$ cat config.mk
export PLATFORM = sky130hd
export DESIGN_NAME = atapi_pio_packet_checker_core
export DESIGN_NICKNAME = d
export VERILOG_FILES = /design/src/sv/apc_pkg.sv /design/src/sv/apc_cfg.sv /design/src/sv/apc_step.sv /design/src/sv/atapi_pio_packet_checker_core.sv
export SDC_FILE = /design/constraint.sdc
export NUM_CORES = 1
export LEC_CHECK = 0
export ABC_AREA = 1
export BUFFER_PORTS_ARGS = -buffer_cell sky130_fd_sc_hd__buf_4
export CAP_MARGIN = 15
export CORE_MARGIN = 1.5
export CORE_UTILIZATION = 24
export DETAILED_ROUTE_END_ITERATION = 10
export PLACE_DENSITY = 0.45
export RECOVER_POWER = 100
export SLEW_MARGIN = 20
export SYNTH_ARGS = -nofsm -noshare
export SYNTH_HDL_FRONTEND = slang
export SYNTH_SLANG_ARGS = --single-unit
$ cat constraint.sdc
create_clock -name clk -period 3.8 [get_ports clk]
set_input_delay 0.38 -clock clk [delete_from_list [all_inputs] [get_ports clk]]
set_output_delay 0.38 -clock clk [all_outputs]
set_load 0.01 [all_outputs]
$ cat src/sv/apc_pkg.sv
`default_nettype none
package apc_pkg;

  // Operation codes of an input word
  typedef enum logic [1:0] {
    OP_START   = 2'd0,
    OP_SAMPLE  = 2'd1,
    OP_TIMEOUT = 2'd2,
    OP_NONE    = 2'd3
  } apc_op_t;

  typedef enum logic [2:0] {
    ACT_WAIT     = 3'd0,
    ACT_TASKFILE = 3'd1,
    ACT_PACKET   = 3'd2,
    ACT_READ     = 3'd3,
    ACT_WRITE    = 3'd4,
    ACT_DONE     = 3'd5
  } apc_action_t;

  typedef enum logic [1:0] {
    PH_IDLE  = 2'd0,
    PH_FIRST = 2'd1,
    PH_BUSY  = 2'd2,
    PH_DATA  = 2'd3
  } apc_phase_t;

  localparam logic [3:0] ERR_NONE         = 4'd0;
  localparam logic [3:0] ERR_CMD_BUSY_TO  = 4'd1;
  localparam logic [3:0] ERR_PACKET_STAT  = 4'd2;
  localparam logic [3:0] ERR_DATA_WAIT_TO = 4'd3;
  localparam logic [3:0] ERR_DATA_STAT    = 4'd4;
  localparam logic [3:0] ERR_FINAL_TO     = 4'd5;
  localparam logic [3:0] ERR_FINAL        = 4'd6;
  localparam logic [3:0] ERR_OVERRUN      = 4'd7;
  localparam logic [3:0] ERR_ZERO_COUNT   = 4'd8;

  // Register indexes of the configuration port
  localparam logic [1:0] REG_MAX_BYTES      = 2'd0;
  localparam logic [1:0] REG_USE_INTERRUPTS = 2'd1;
  localparam logic [1:0] REG_DEVICE_SELECT  = 2'd2;

  localparam int unsigned CFG_DATA_W = 17;
  localparam logic [16:0] MAX_BYTES_RESET = 17'd32768;

  // Status and interrupt reason bit positions
  localparam int unsigned ST_BSY = 7;
  localparam int unsigned ST_DRQ = 3;
  localparam int unsigned ST_ERR = 0;
  localparam int unsigned RS_CD  = 0;
  localparam int unsigned RS_IO  = 1;

  localparam logic [3:0] PACKET_WORDS_12 = 4'd6;
  localparam logic [3:0] PACKET_WORDS_16 = 4'd8;
  localparam logic [4:0] SHORT_PACKET_BYTES = 5'd12;

  localparam logic [7:0] DEV_CTRL_BASE = 8'h08;
  localparam logic [7:0] DEV_CTRL_NIEN = 8'h02;
  localparam logic [7:0] DEV_HEAD_MASTER = 8'hA0;
  localparam logic [7:0] DEV_HEAD_SLAVE  = 8'hB0;

  typedef struct packed {
    apc_op_t     operation;
    logic [15:0] byte_limit;
    logic        write_dir;
    logic [4:0]  command_bytes;
    logic [7:0]  status_reg;
    logic [7:0]  reason_reg;
    logic [7:0]  count_low;
    logic [7:0]  count_high;
  } apc_item_t;

  typedef struct packed {
    apc_action_t action;
    logic [15:0] word_count;
    logic [3:0]  error_code;
    logic [8:0]  fail_bits;
    logic [17:0] total_bytes;
    logic [15:0] drq_blocks;
    logic        no_data;
    logic [7:0]  device_control;
    logic [7:0]  device_head;
  } apc_result_t;

  typedef struct packed {
    logic [16:0] max_bytes;
    logic        use_interrupts;
    logic        device_select;
  } apc_cfg_t;

  typedef struct packed {
    apc_phase_t  phase;
    logic [15:0] limit_bytes;
    logic        dir_write;
    logic [3:0]  packet_words;
    logic [3:0]  error_state;
    logic [8:0]  fail_state;
    logic [17:0] byte_total;
    logic [15:0] block_count;
    logic        odd_pending;
    logic [7:0]  last_reason;
  } apc_state_t;

endpackage
`default_nettype wire

$ cat src/sv/apc_cfg.sv
`default_nettype none
module apc_cfg (
  input  wire logic                              clk,
  input  wire logic                              rst,
  input  wire logic                              cfg_we,
  input  wire logic [1:0]                        cfg_index,
  input  wire logic [apc_pkg::CFG_DATA_W-1:0]    cfg_data,
  output apc_pkg::apc_cfg_t                      cfg
);

  always_ff @(posedge clk) begin
    if (rst) begin
      cfg.max_bytes      <= apc_pkg::MAX_BYTES_RESET;
      cfg.use_interrupts <= 1'b0;
      cfg.device_select  <= 1'b0;
    end else if (cfg_we) begin
      unique case (cfg_index)
        apc_pkg::REG_MAX_BYTES:      cfg.max_bytes      <= cfg_data;
        apc_pkg::REG_USE_INTERRUPTS: cfg.use_interrupts <= cfg_data[0];
        apc_pkg::REG_DEVICE_SELECT:  cfg.device_select  <= cfg_data[0];
        default: ;
      endcase
    end
  end

endmodule
`default_nettype wire

$ cat src/sv/apc_step.sv
`default_nettype none
module apc_step (
  input  wire apc_pkg::apc_item_t  item,
  input  wire apc_pkg::apc_state_t state,
  input  wire apc_pkg::apc_cfg_t   cfg,
  output apc_pkg::apc_state_t  state_next,
  output apc_pkg::apc_result_t result
);

  logic [7:0]  st;
  logic [7:0]  rs;
  logic [15:0] cnt;
  logic [18:0] sum;
  logic [15:0] words;
  logic        end_cmd;
  logic [7:0]  end_reason;

  assign st    = item.status_reg;
  assign rs    = item.reason_reg;
  assign cnt   = {item.count_high, item.count_low};
  assign sum   = {1'b0, state.byte_total} + {3'b000, cnt};
  assign words = {1'b0, cnt[15:1]} + {15'd0, cnt[0]};

  always_comb begin
    state_next = state;
    result     = '0;
    result.action = apc_pkg::ACT_WAIT;
    end_cmd    = 1'b0;
    end_reason = rs;

    unique case (item.operation)
      apc_pkg::OP_START: begin
        state_next.limit_bytes  = item.byte_limit;
        state_next.dir_write    = item.write_dir;
        state_next.packet_words = (item.command_bytes > apc_pkg::SHORT_PACKET_BYTES) ?
                                  apc_pkg::PACKET_WORDS_16 : apc_pkg::PACKET_WORDS_12;
        state_next.error_state  = apc_pkg::ERR_NONE;
        state_next.fail_state   = '0;
        state_next.byte_total   = '0;
        state_next.block_count  = '0;
        state_next.odd_pending  = 1'b0;
        state_next.last_reason  = '0;
        state_next.phase        = apc_pkg::PH_FIRST;
        result.action           = apc_pkg::ACT_TASKFILE;
        result.device_control   = apc_pkg::DEV_CTRL_BASE |
                                  (cfg.use_interrupts ? 8'h00 : apc_pkg::DEV_CTRL_NIEN);
        result.device_head      = cfg.device_select ? apc_pkg::DEV_HEAD_SLAVE :
                                                      apc_pkg::DEV_HEAD_MASTER;
      end
      apc_pkg::OP_SAMPLE: begin
        if (state.phase != apc_pkg::PH_IDLE) begin
          state_next.last_reason = rs;
          unique case (state.phase)
            apc_pkg::PH_FIRST: begin
              // busy already gone with neither DRQ nor ERR: device missed the command
              if (!st[apc_pkg::ST_BSY] && !st[apc_pkg::ST_DRQ] && !st[apc_pkg::ST_ERR])
                state_next.fail_state[0] = 1'b1;
              state_next.phase = apc_pkg::PH_BUSY;
            end
            apc_pkg::PH_BUSY: begin
              if (st[apc_pkg::ST_BSY]) begin
                result.action = apc_pkg::ACT_WAIT;
              end else if (!st[apc_pkg::ST_DRQ] || st[apc_pkg::ST_ERR]) begin
                state_next.error_state = apc_pkg::ERR_PACKET_STAT;
                end_cmd = 1'b1;
              end else begin
                if ((rs[7:1] != 7'd0) || !rs[apc_pkg::RS_CD])
                  state_next.fail_state[2] = 1'b1;
                if (cnt != state.limit_bytes)
                  state_next.fail_state[3] = 1'b1;
                result.action     = apc_pkg::ACT_PACKET;
                result.word_count = {12'd0, state.packet_words};
                state_next.phase  = apc_pkg::PH_DATA;
              end
            end
            apc_pkg::PH_DATA: begin
              if (st[apc_pkg::ST_BSY]) begin
                result.action = apc_pkg::ACT_WAIT;
              end else if (!st[apc_pkg::ST_DRQ]) begin
                // reuse this sample as the final status
                if (st[apc_pkg::ST_ERR])
                  state_next.error_state = apc_pkg::ERR_FINAL;
                end_cmd = 1'b1;
              end else begin
                if ((rs[7:2] != 6'd0) || rs[apc_pkg::RS_CD])
                  state_next.fail_state[4] = 1'b1;
                if (rs[apc_pkg::RS_IO] && state.dir_write)
                  state_next.fail_state[5] = 1'b1;
                if (cnt == 16'd0) begin
                  state_next.error_state = apc_pkg::ERR_ZERO_COUNT;
                  end_cmd = 1'b1;
                end else begin
                  if (cnt > state.limit_bytes)
                    state_next.fail_state[6] = 1'b1;
                  if (state.odd_pending)
                    state_next.fail_state[7] = 1'b1;
                  state_next.odd_pending = cnt[0];
                  if (sum > {2'b00, cfg.max_bytes}) begin
                    state_next.error_state = apc_pkg::ERR_OVERRUN;
                    end_cmd = 1'b1;
                  end else begin
                    if (state.block_count != 16'hFFFF)
                      state_next.block_count = state.block_count + 16'd1;
                    result.word_count     = words;
                    state_next.byte_total = state.byte_total + {1'b0, words, 1'b0};
                    result.action = state.dir_write ? apc_pkg::ACT_WRITE :
                                                      apc_pkg::ACT_READ;
                  end
                end
              end
            end
            default: ;
          endcase
        end
      end
      apc_pkg::OP_TIMEOUT: begin
        if (state.phase != apc_pkg::PH_IDLE) begin
          state_next.error_state = (state.phase == apc_pkg::PH_DATA) ?
                                   apc_pkg::ERR_DATA_WAIT_TO : apc_pkg::ERR_CMD_BUSY_TO;
          end_reason = state.last_reason;
          end_cmd    = 1'b1;
        end
      end
      default: ;
    endcase

    if (end_cmd) begin
      // final interrupt reason must read CD and IO with nothing else set
      if ((end_reason[7:2] != 6'd0) || !end_reason[apc_pkg::RS_IO] ||
          !end_reason[apc_pkg::RS_CD])
        state_next.fail_state[8] = 1'b1;
      state_next.phase = apc_pkg::PH_IDLE;
      result.action    = apc_pkg::ACT_DONE;
    end

    result.error_code  = state_next.error_state;
    result.fail_bits   = state_next.fail_state;
    result.total_bytes = state_next.byte_total;
    result.drq_blocks  = state_next.block_count;
    result.no_data     = (result.action == apc_pkg::ACT_DONE) &&
                         (state_next.byte_total == 18'd0);
  end

endmodule
`default_nettype wire

$ cat src/sv/atapi_pio_packet_checker_core.sv
`default_nettype none
// Host-side ATAPI PIO packet-command sequencer. Each accepted word (start,
// register sample or timeout) yields exactly one result word carrying the
// next action, word count, error code, protocol fail flags, byte total and
// DRQ block count. A word passes through the input register and then the
// result register, and one word is taken every cycle while the result
// side keeps up; a stalled result holds the input register, which then
// stalls the item side. Configuration writes are taken at any time but
// should only be issued while idle.
module atapi_pio_packet_checker_core (
  input  wire logic                           clk,
  input  wire logic                           rst,
  input  wire logic                           item_valid,
  output logic                                item_stall,
  input  wire apc_pkg::apc_item_t             item,
  output logic                                result_valid,
  input  wire logic                           result_stall,
  output apc_pkg::apc_result_t                result,
  input  wire logic                           cfg_we,
  input  wire logic [1:0]                     cfg_index,
  input  wire logic [apc_pkg::CFG_DATA_W-1:0] cfg_data
);

  apc_pkg::apc_cfg_t    cfg;
  apc_pkg::apc_state_t  state;
  apc_pkg::apc_state_t  state_next;
  apc_pkg::apc_item_t   pend;
  apc_pkg::apc_result_t step_result;
  logic                 pend_valid;
  logic                 advance;

  apc_cfg u_cfg (
    .clk       (clk),
    .rst       (rst),
    .cfg_we    (cfg_we),
    .cfg_index (cfg_index),
    .cfg_data  (cfg_data),
    .cfg       (cfg)
  );

  apc_step u_step (
    .item       (pend),
    .state      (state),
    .cfg        (cfg),
    .state_next (state_next),
    .result     (step_result)
  );

  assign advance    = pend_valid && (!result_valid || !result_stall);
  assign item_stall = pend_valid && !advance;

  always_ff @(posedge clk) begin
    if (rst) begin
      pend_valid <= 1'b0;
    end else if (!item_stall) begin
      pend_valid <= item_valid;
    end
  end

  always_ff @(posedge clk) begin
    if (!item_stall && item_valid) begin
      pend <= item;
    end
  end

  always_ff @(posedge clk) begin
    if (rst) begin
      state.phase        <= apc_pkg::PH_IDLE;
      state.limit_bytes  <= '0;
      state.dir_write    <= 1'b0;
      state.packet_words <= apc_pkg::PACKET_WORDS_12;
      state.error_state  <= apc_pkg::ERR_NONE;
      state.fail_state   <= '0;
      state.byte_total   <= '0;
      state.block_count  <= '0;
      state.odd_pending  <= 1'b0;
      state.last_reason  <= '0;
    end else if (advance) begin
      state <= state_next;
    end
  end

  always_ff @(posedge clk) begin
    if (rst) begin
      result_valid <= 1'b0;
    end else if (advance) begin
      result_valid <= 1'b1;
    end else if (!result_stall) begin
      result_valid <= 1'b0;
    end
  end

  always_ff @(posedge clk) begin
    if (advance) begin
      result <= step_result;
    end
  end

  // A done result always leaves the sequencer idle behind it
  a_done_idle: assert property (@(posedge clk) disable iff (rst)
    (result_valid && result.action == apc_pkg::ACT_DONE) |-> state.phase == apc_pkg::PH_IDLE)
    else $error("done result while sequencer not idle");

  // Word count only on packet and data actions
  a_wc_action: assert property (@(posedge clk) disable iff (rst)
    (result_valid && result.word_count != 16'd0) |->
      (result.action == apc_pkg::ACT_PACKET || result.action == apc_pkg::ACT_READ ||
       result.action == apc_pkg::ACT_WRITE))
    else $error("word count on a non-transfer action");

  // Input register never drops a word: a held word stays when the output is stalled
  a_pend_hold: assert property (@(posedge clk) disable iff (rst)
    (pend_valid && result_valid && result_stall) |=> (pend_valid && $stable(pend)))
    else $error("pending word lost under stall");

  // Results reflect state: totals match the committed state after each step
  a_total_state: assert property (@(posedge clk) disable iff (rst)
    $past(advance) |-> (result.total_bytes == state.byte_total &&
                        result.drq_blocks == state.block_count))
    else $error("result totals disagree with state");

endmodule
`default_nettype wire

## Word level (Yosys, flattened, before mapping)

Cells that the tools add are included.

- Add/sub/neg operators: 4
- Multipliers: 0
- Div/mod/pow operators: 0
- Magnitude comparators: 3
- Equal/unequal tests: 20
- Shifts and indexed selects: 0
- Multiplexer cells: 78
- Bitwise logic cells: 0
- Reductions and logical operators: 41

Operators with widths:

| cell | number |
|---|---|
| 2-to-1 mux 35 bit | 4 |
| one-hot mux 44 bit (2 select lines) | 1 |
| 2-to-1 mux 19 bit | 4 |
| 2-to-1 mux 4 bit | 13 |
| 2-to-1 mux 16 bit | 3 |
| 2-to-1 mux 44 bit | 1 |
| one-hot mux 19 bit (2 select lines) | 1 |
| 2-to-1 mux 34 bit | 1 |
| 2-to-1 mux 1 bit | 22 |
| 2-to-1 mux 2 bit | 10 |
| adder 18 x 16 -> 19 bit | 1 |
| greater-than comparator 19 x 17 -> 1 bit | 1 |
| adder 18 x 17 -> 18 bit | 1 |
| logical NOT 18 bit | 1 |
| 2-to-1 mux 18 bit | 1 |
| adder 15 x 1 -> 16 bit | 1 |
| adder 16 x 1 -> 16 bit (second input constant) | 1 |
| greater-than comparator 16 bit | 1 |
| logical NOT 16 bit | 1 |
| 2-to-1 mux 8 bit | 2 |
| != test 16 bit | 1 |
| != test 16 bit (second input constant) | 1 |
| 2-to-1 mux 12 bit | 1 |
| 2-to-1 mux 3 bit | 4 |
| other kinds (28) | 68 |

- Register bits: 239
- Bits in latches: 0
- Memory bits (writable): 0
- ROM bits: 0
- Bits of input ports: 80
- Output and inout port bits: 85
- Memories: 0

## Logic depth before layout (Yosys ltp)

- Word-level depth: 12
- Mapped depth: 29
- Mapped depth without buffers: 29

## Modules after synthesis

Synthesis repeated with hierarchy kept, for this count alone.

- Cells, all modules: 1859
- Area total of the unflattened synthesis: 14480.1 um^2

Modules (own cells, without submodules):

| module | times used | cells an instance | area each (um^2) | sequential area each (um^2) |
|---|---|---|---|---|
| atapi_pio_packet_checker_core | 1 | 665 | 7827.5 | 5795.6 |
| apc_step | 1 | 1067 | 5770.5 | 0.0 |
| apc_cfg | 1 | 127 | 882.1 | 380.4 |

## Worst setup path before layout

No wires, ideal clock.

- Path type: register to register
- Start point: reg pend[8] (netlist bit)
- End point: reg result[16] (netlist bit) (data pin)
- Setup time: 0.138 ns
- Arrival: 3.429 ns
- Required time: 3.662 ns
- Setup slack: 0.233 ns
- Cell stages (with the launch flop): 26
- Path buffers: 1
- Path through: edfxtp_1 -> ha_1 -> fa_1 -> nand3_1 -> nand2_1 -> a31oi_1 -> o21ai_0 -> nand2_1 -> nand2_1 -> xor2_1 -> ha_1 -> nand2_1 -> inv_1 -> nand2_1 -> nor2_1 -> nand4_1 -> nand2_2 -> buf_2 -> nand4_1 -> nand3_2 -> nand2_4 -> nor2_2 -> nand2_1 -> nor2_1 -> nand3_1 -> nor2_1

RTL lines:

| item | RTL line | RTL |
|---|---|---|
| start: declaration | atapi_pio_packet_checker_core.sv:27 | `apc_pkg::apc_item_t pend;` |
| start signal: assignment | atapi_pio_packet_checker_core.sv:62 | `pend <= item;` |
| end signal: assignment | atapi_pio_packet_checker_core.sv:95 | `result <= step_result;` |
| end: declaration | atapi_pio_packet_checker_core.sv:18 | `output apc_pkg::apc_result_t result,` |

==> impl_metrics.toml <==
[run_status]
status = "complete, but fails checks"
failed_checks = "capacitance limit, slew limit, setup timing"

[setup_path]
cpPeakStageDelay_ns = 0.39
crit_arrival_ns = 4.30
cp_common_cell = "nand2_1"
reg2reg_depth = 28
cp_slowest_cell = "edfxtp_1"
ff2ff_setup_slack_ns = -0.08
end_kind = "register"
startpoint_type = "register"
path_max_fanout = 3
critical_path_class = "register to register"
crit_required_ns = 4.22

[drt]
totalWireLength_um = 40300
antenna_left = 0
drc = 0
via_per_inst = 4.41
num_vias = 10800
firstDrtPassIters = 5
wl_per_cell_um = 16.4
drtIter0Drc = 608

[sta]
rsz0062_at_grt = "true"
timing.final.hold_violations = 0
worst_pin_slew_ns = 2.09
layout_setup_ws_ns = -0.0768
finalCritPeriodShare_pct = 102
final.setup_skew_ns = 0.0140
drv_slew = 221
setup_viol = 7
relSlewSlack_pct = -39.7
fmax_ghz = 0.258
fin_crit_ns = 3.88

[logic_synthesis]
synthArstFlopShare_pct = 0
synth_common_cells = "nand2_1 (269), inv_1 (190), a21oi_1 (137), edfxtp_1 (122), nor2_1 (107)"
ys_types = 58
ys_ff_latch = 220
synth.yosys.warnings = 0
netlist_instances = 1419
syn_avg_cell_area_sq_um = 8.45
seq_area_frac_synth_pct = 46.9
synth_edf_count = 122
netlist_area_sq_mm = 0.0120
synth_largest_area_cell = "edfxtp_1"
synth_area_leaders = "edfxtp_1 (31%), dfxtp_1 (16%), nand2_1 (8.4%), ha_1 (7.6%), inv_1 (5.9%)"
yosysTopAreaCellShare_pct = 30.5
synth_ff_type = "edfxtp_1"
synth_most_common_cell = "nand2_1"

[clock_network]
clk_latency_ns = 0.56
clkSlewWorstSetupHoldPaths_ns = 0.06
cts.sinks = 220
cts-root-buf = "clkbuf_16"
cts-htree-levels = 1
clockBufferDepth = 3
cts_tree = "built"
cts_inserted_buffers = 26

[placed_design]
dp_hpwl_um = 29600
portBuffers = 148
postPlaceCellArea_sq_mm = 0.0148
pre_cts_ws_ns = -0.419
place_congestion = 0.865

[worst_hold_path]
hold_depth = 3
hp-class = "input pin to register"

[layout]
multiInputGateArea_sq_mm = 0.00655
nets = 1925
final_area_sq_mm = 0.0175
register_area_sq_mm = 0.00563
syn_to_final_growth_pct = 45.8
finish.utilization_pct = 35.6
nFillCells = 5148
drive_gt1_share_pct = 29.5
diodes = 0

[die]
dieWidth_um = 227
fp.dieH_um = 227
rows = 81
core_sq_mm = 0.0492
die_area_sq_mm = 0.0513
num_io_pins = 165
initial_core_util_pct = 24.4

[global_route]
grt_pass1_vias = 10600
grt_max_degree = 114
antenna_found_initial = 0
grt-ovfl-total = 0
track_usage_pct = 15.3
grt_pass1_wl_um = 60500

[power]
p_leak_uw = 0.00721
cellPowerDensity_mw_per_mm2 = 358
ir_drop_v = 0.000305

[flow_run]
drv_cap = 3
## worst paths after layout
path              endpoint    startpoint
min          u_cfg.cfg[17]  cfg_data[15]
max             result[16]       pend[8]
max reg2reg     result[16]       pend[8]
min reg2reg   u_cfg.cfg[1]  u_cfg.cfg[1]
## routing by layer
layer,wire (um),up-vias,GRT usage [%],share of wire [%]
li1,-,5457,-,-
met5,0,-,0,0
met1,18600,5090,20.7,46
met2,19100,211,25.1,47
met4,1050,0,5.33,2.6
met3,1540,55,2.03,3.8
## report_power, final
group | internal (uW) | switching (uW) | total (uW) | leakage [uW]
combinational | 340 | 511 | 851 | 0.00478
sequential | 2620 | 63.2 | 2690 | 0.00199
clock | 1690 | 1030 | 2720 | 0.000441
## logic make-up (layout without fill, tap and decap cells)
family	after synthesis	after routing	share of synthesized area, %
compound gates	295	295	13.6
xor+xnor	37	37	2.70
fa+ha+maj	75	75	7.95
buf+inv	253	614	8.66
flops	220	220	46.9
other cells	1	11	0.0313
simple gates	538	538	20.1
## metrics by stage
stage                     instances  TNS [ns]  hold WS, ns  power, uW
after floorplan                1429         0        0.424       3120
after global placement         2329     -5.82        0.444       3450
after detailed placement       2329     -6.71        0.449       3460
after CTS                      2439    -0.121       0.0290       6290
after global routing           2454    -15.42       0.0533       6530
final                          2454    -0.265       0.0575       6260
## sequential cells by signal, summed over array words and instances, names as in the netlist
signal and count:
state 77, result_valid 1, result 71, u_cfg.cfg 19
pend 51, pend_valid 1
## layout make-up
| cell class | count | area share (%) |
|---|---|---|
| Inverter | 203 | 4.53 |
| Timing Repair Buffer | 363 | 15.8 |
| Clock buffer | 38 | 4.21 |
| Sequential cell | 220 | 32.2 |
| Clock inverter | 10 | 1.07 |
| Multi-Input combinational cell | 956 | 37.4 |
| Tap cell | 664 | 4.75 |
## repair_timing
item	in CTS	in global routing
buffers inserted	10	20
endpoints found under the hold margin	51	0
pin swaps	25	94
hold buffers	51	0
resized for setup	58	285
endpoints found under the setup margin	83	97
cloned	1	1
## worst max-delay path: cells and delay by family, from the launching register on
family / cells / cell delay (ns)
compound gates: 1 / 0.19
flops: 1 / 0.39
fa+ha+maj: 2 / 0.44
xor+xnor: 1 / 0.20
buf+inv: 3 / 0.25
simple gates: 21 / 2.26
## cell usage in the layout (no fill, tap or decap), types with 25 or more instances in the layout
cell	instances
o21ai_2	25
edfxtp_1	122
o21ai_0	60
nand2_2	53
dlygate4sd3_1	51
clkbuf_1	89
a21oi_2	27
nand3_2	27
a21oi_1	108
buf_4	139
clkbuf_4	51
nand4_1	26
buf_6	34
nand3_1	42
inv_1	182
dfxtp_1	98
nor2_1	81
clkbuf_16	28
ha_1	60
nand2_1	210
No activity file was read; power rests on OpenSTA's default activity.
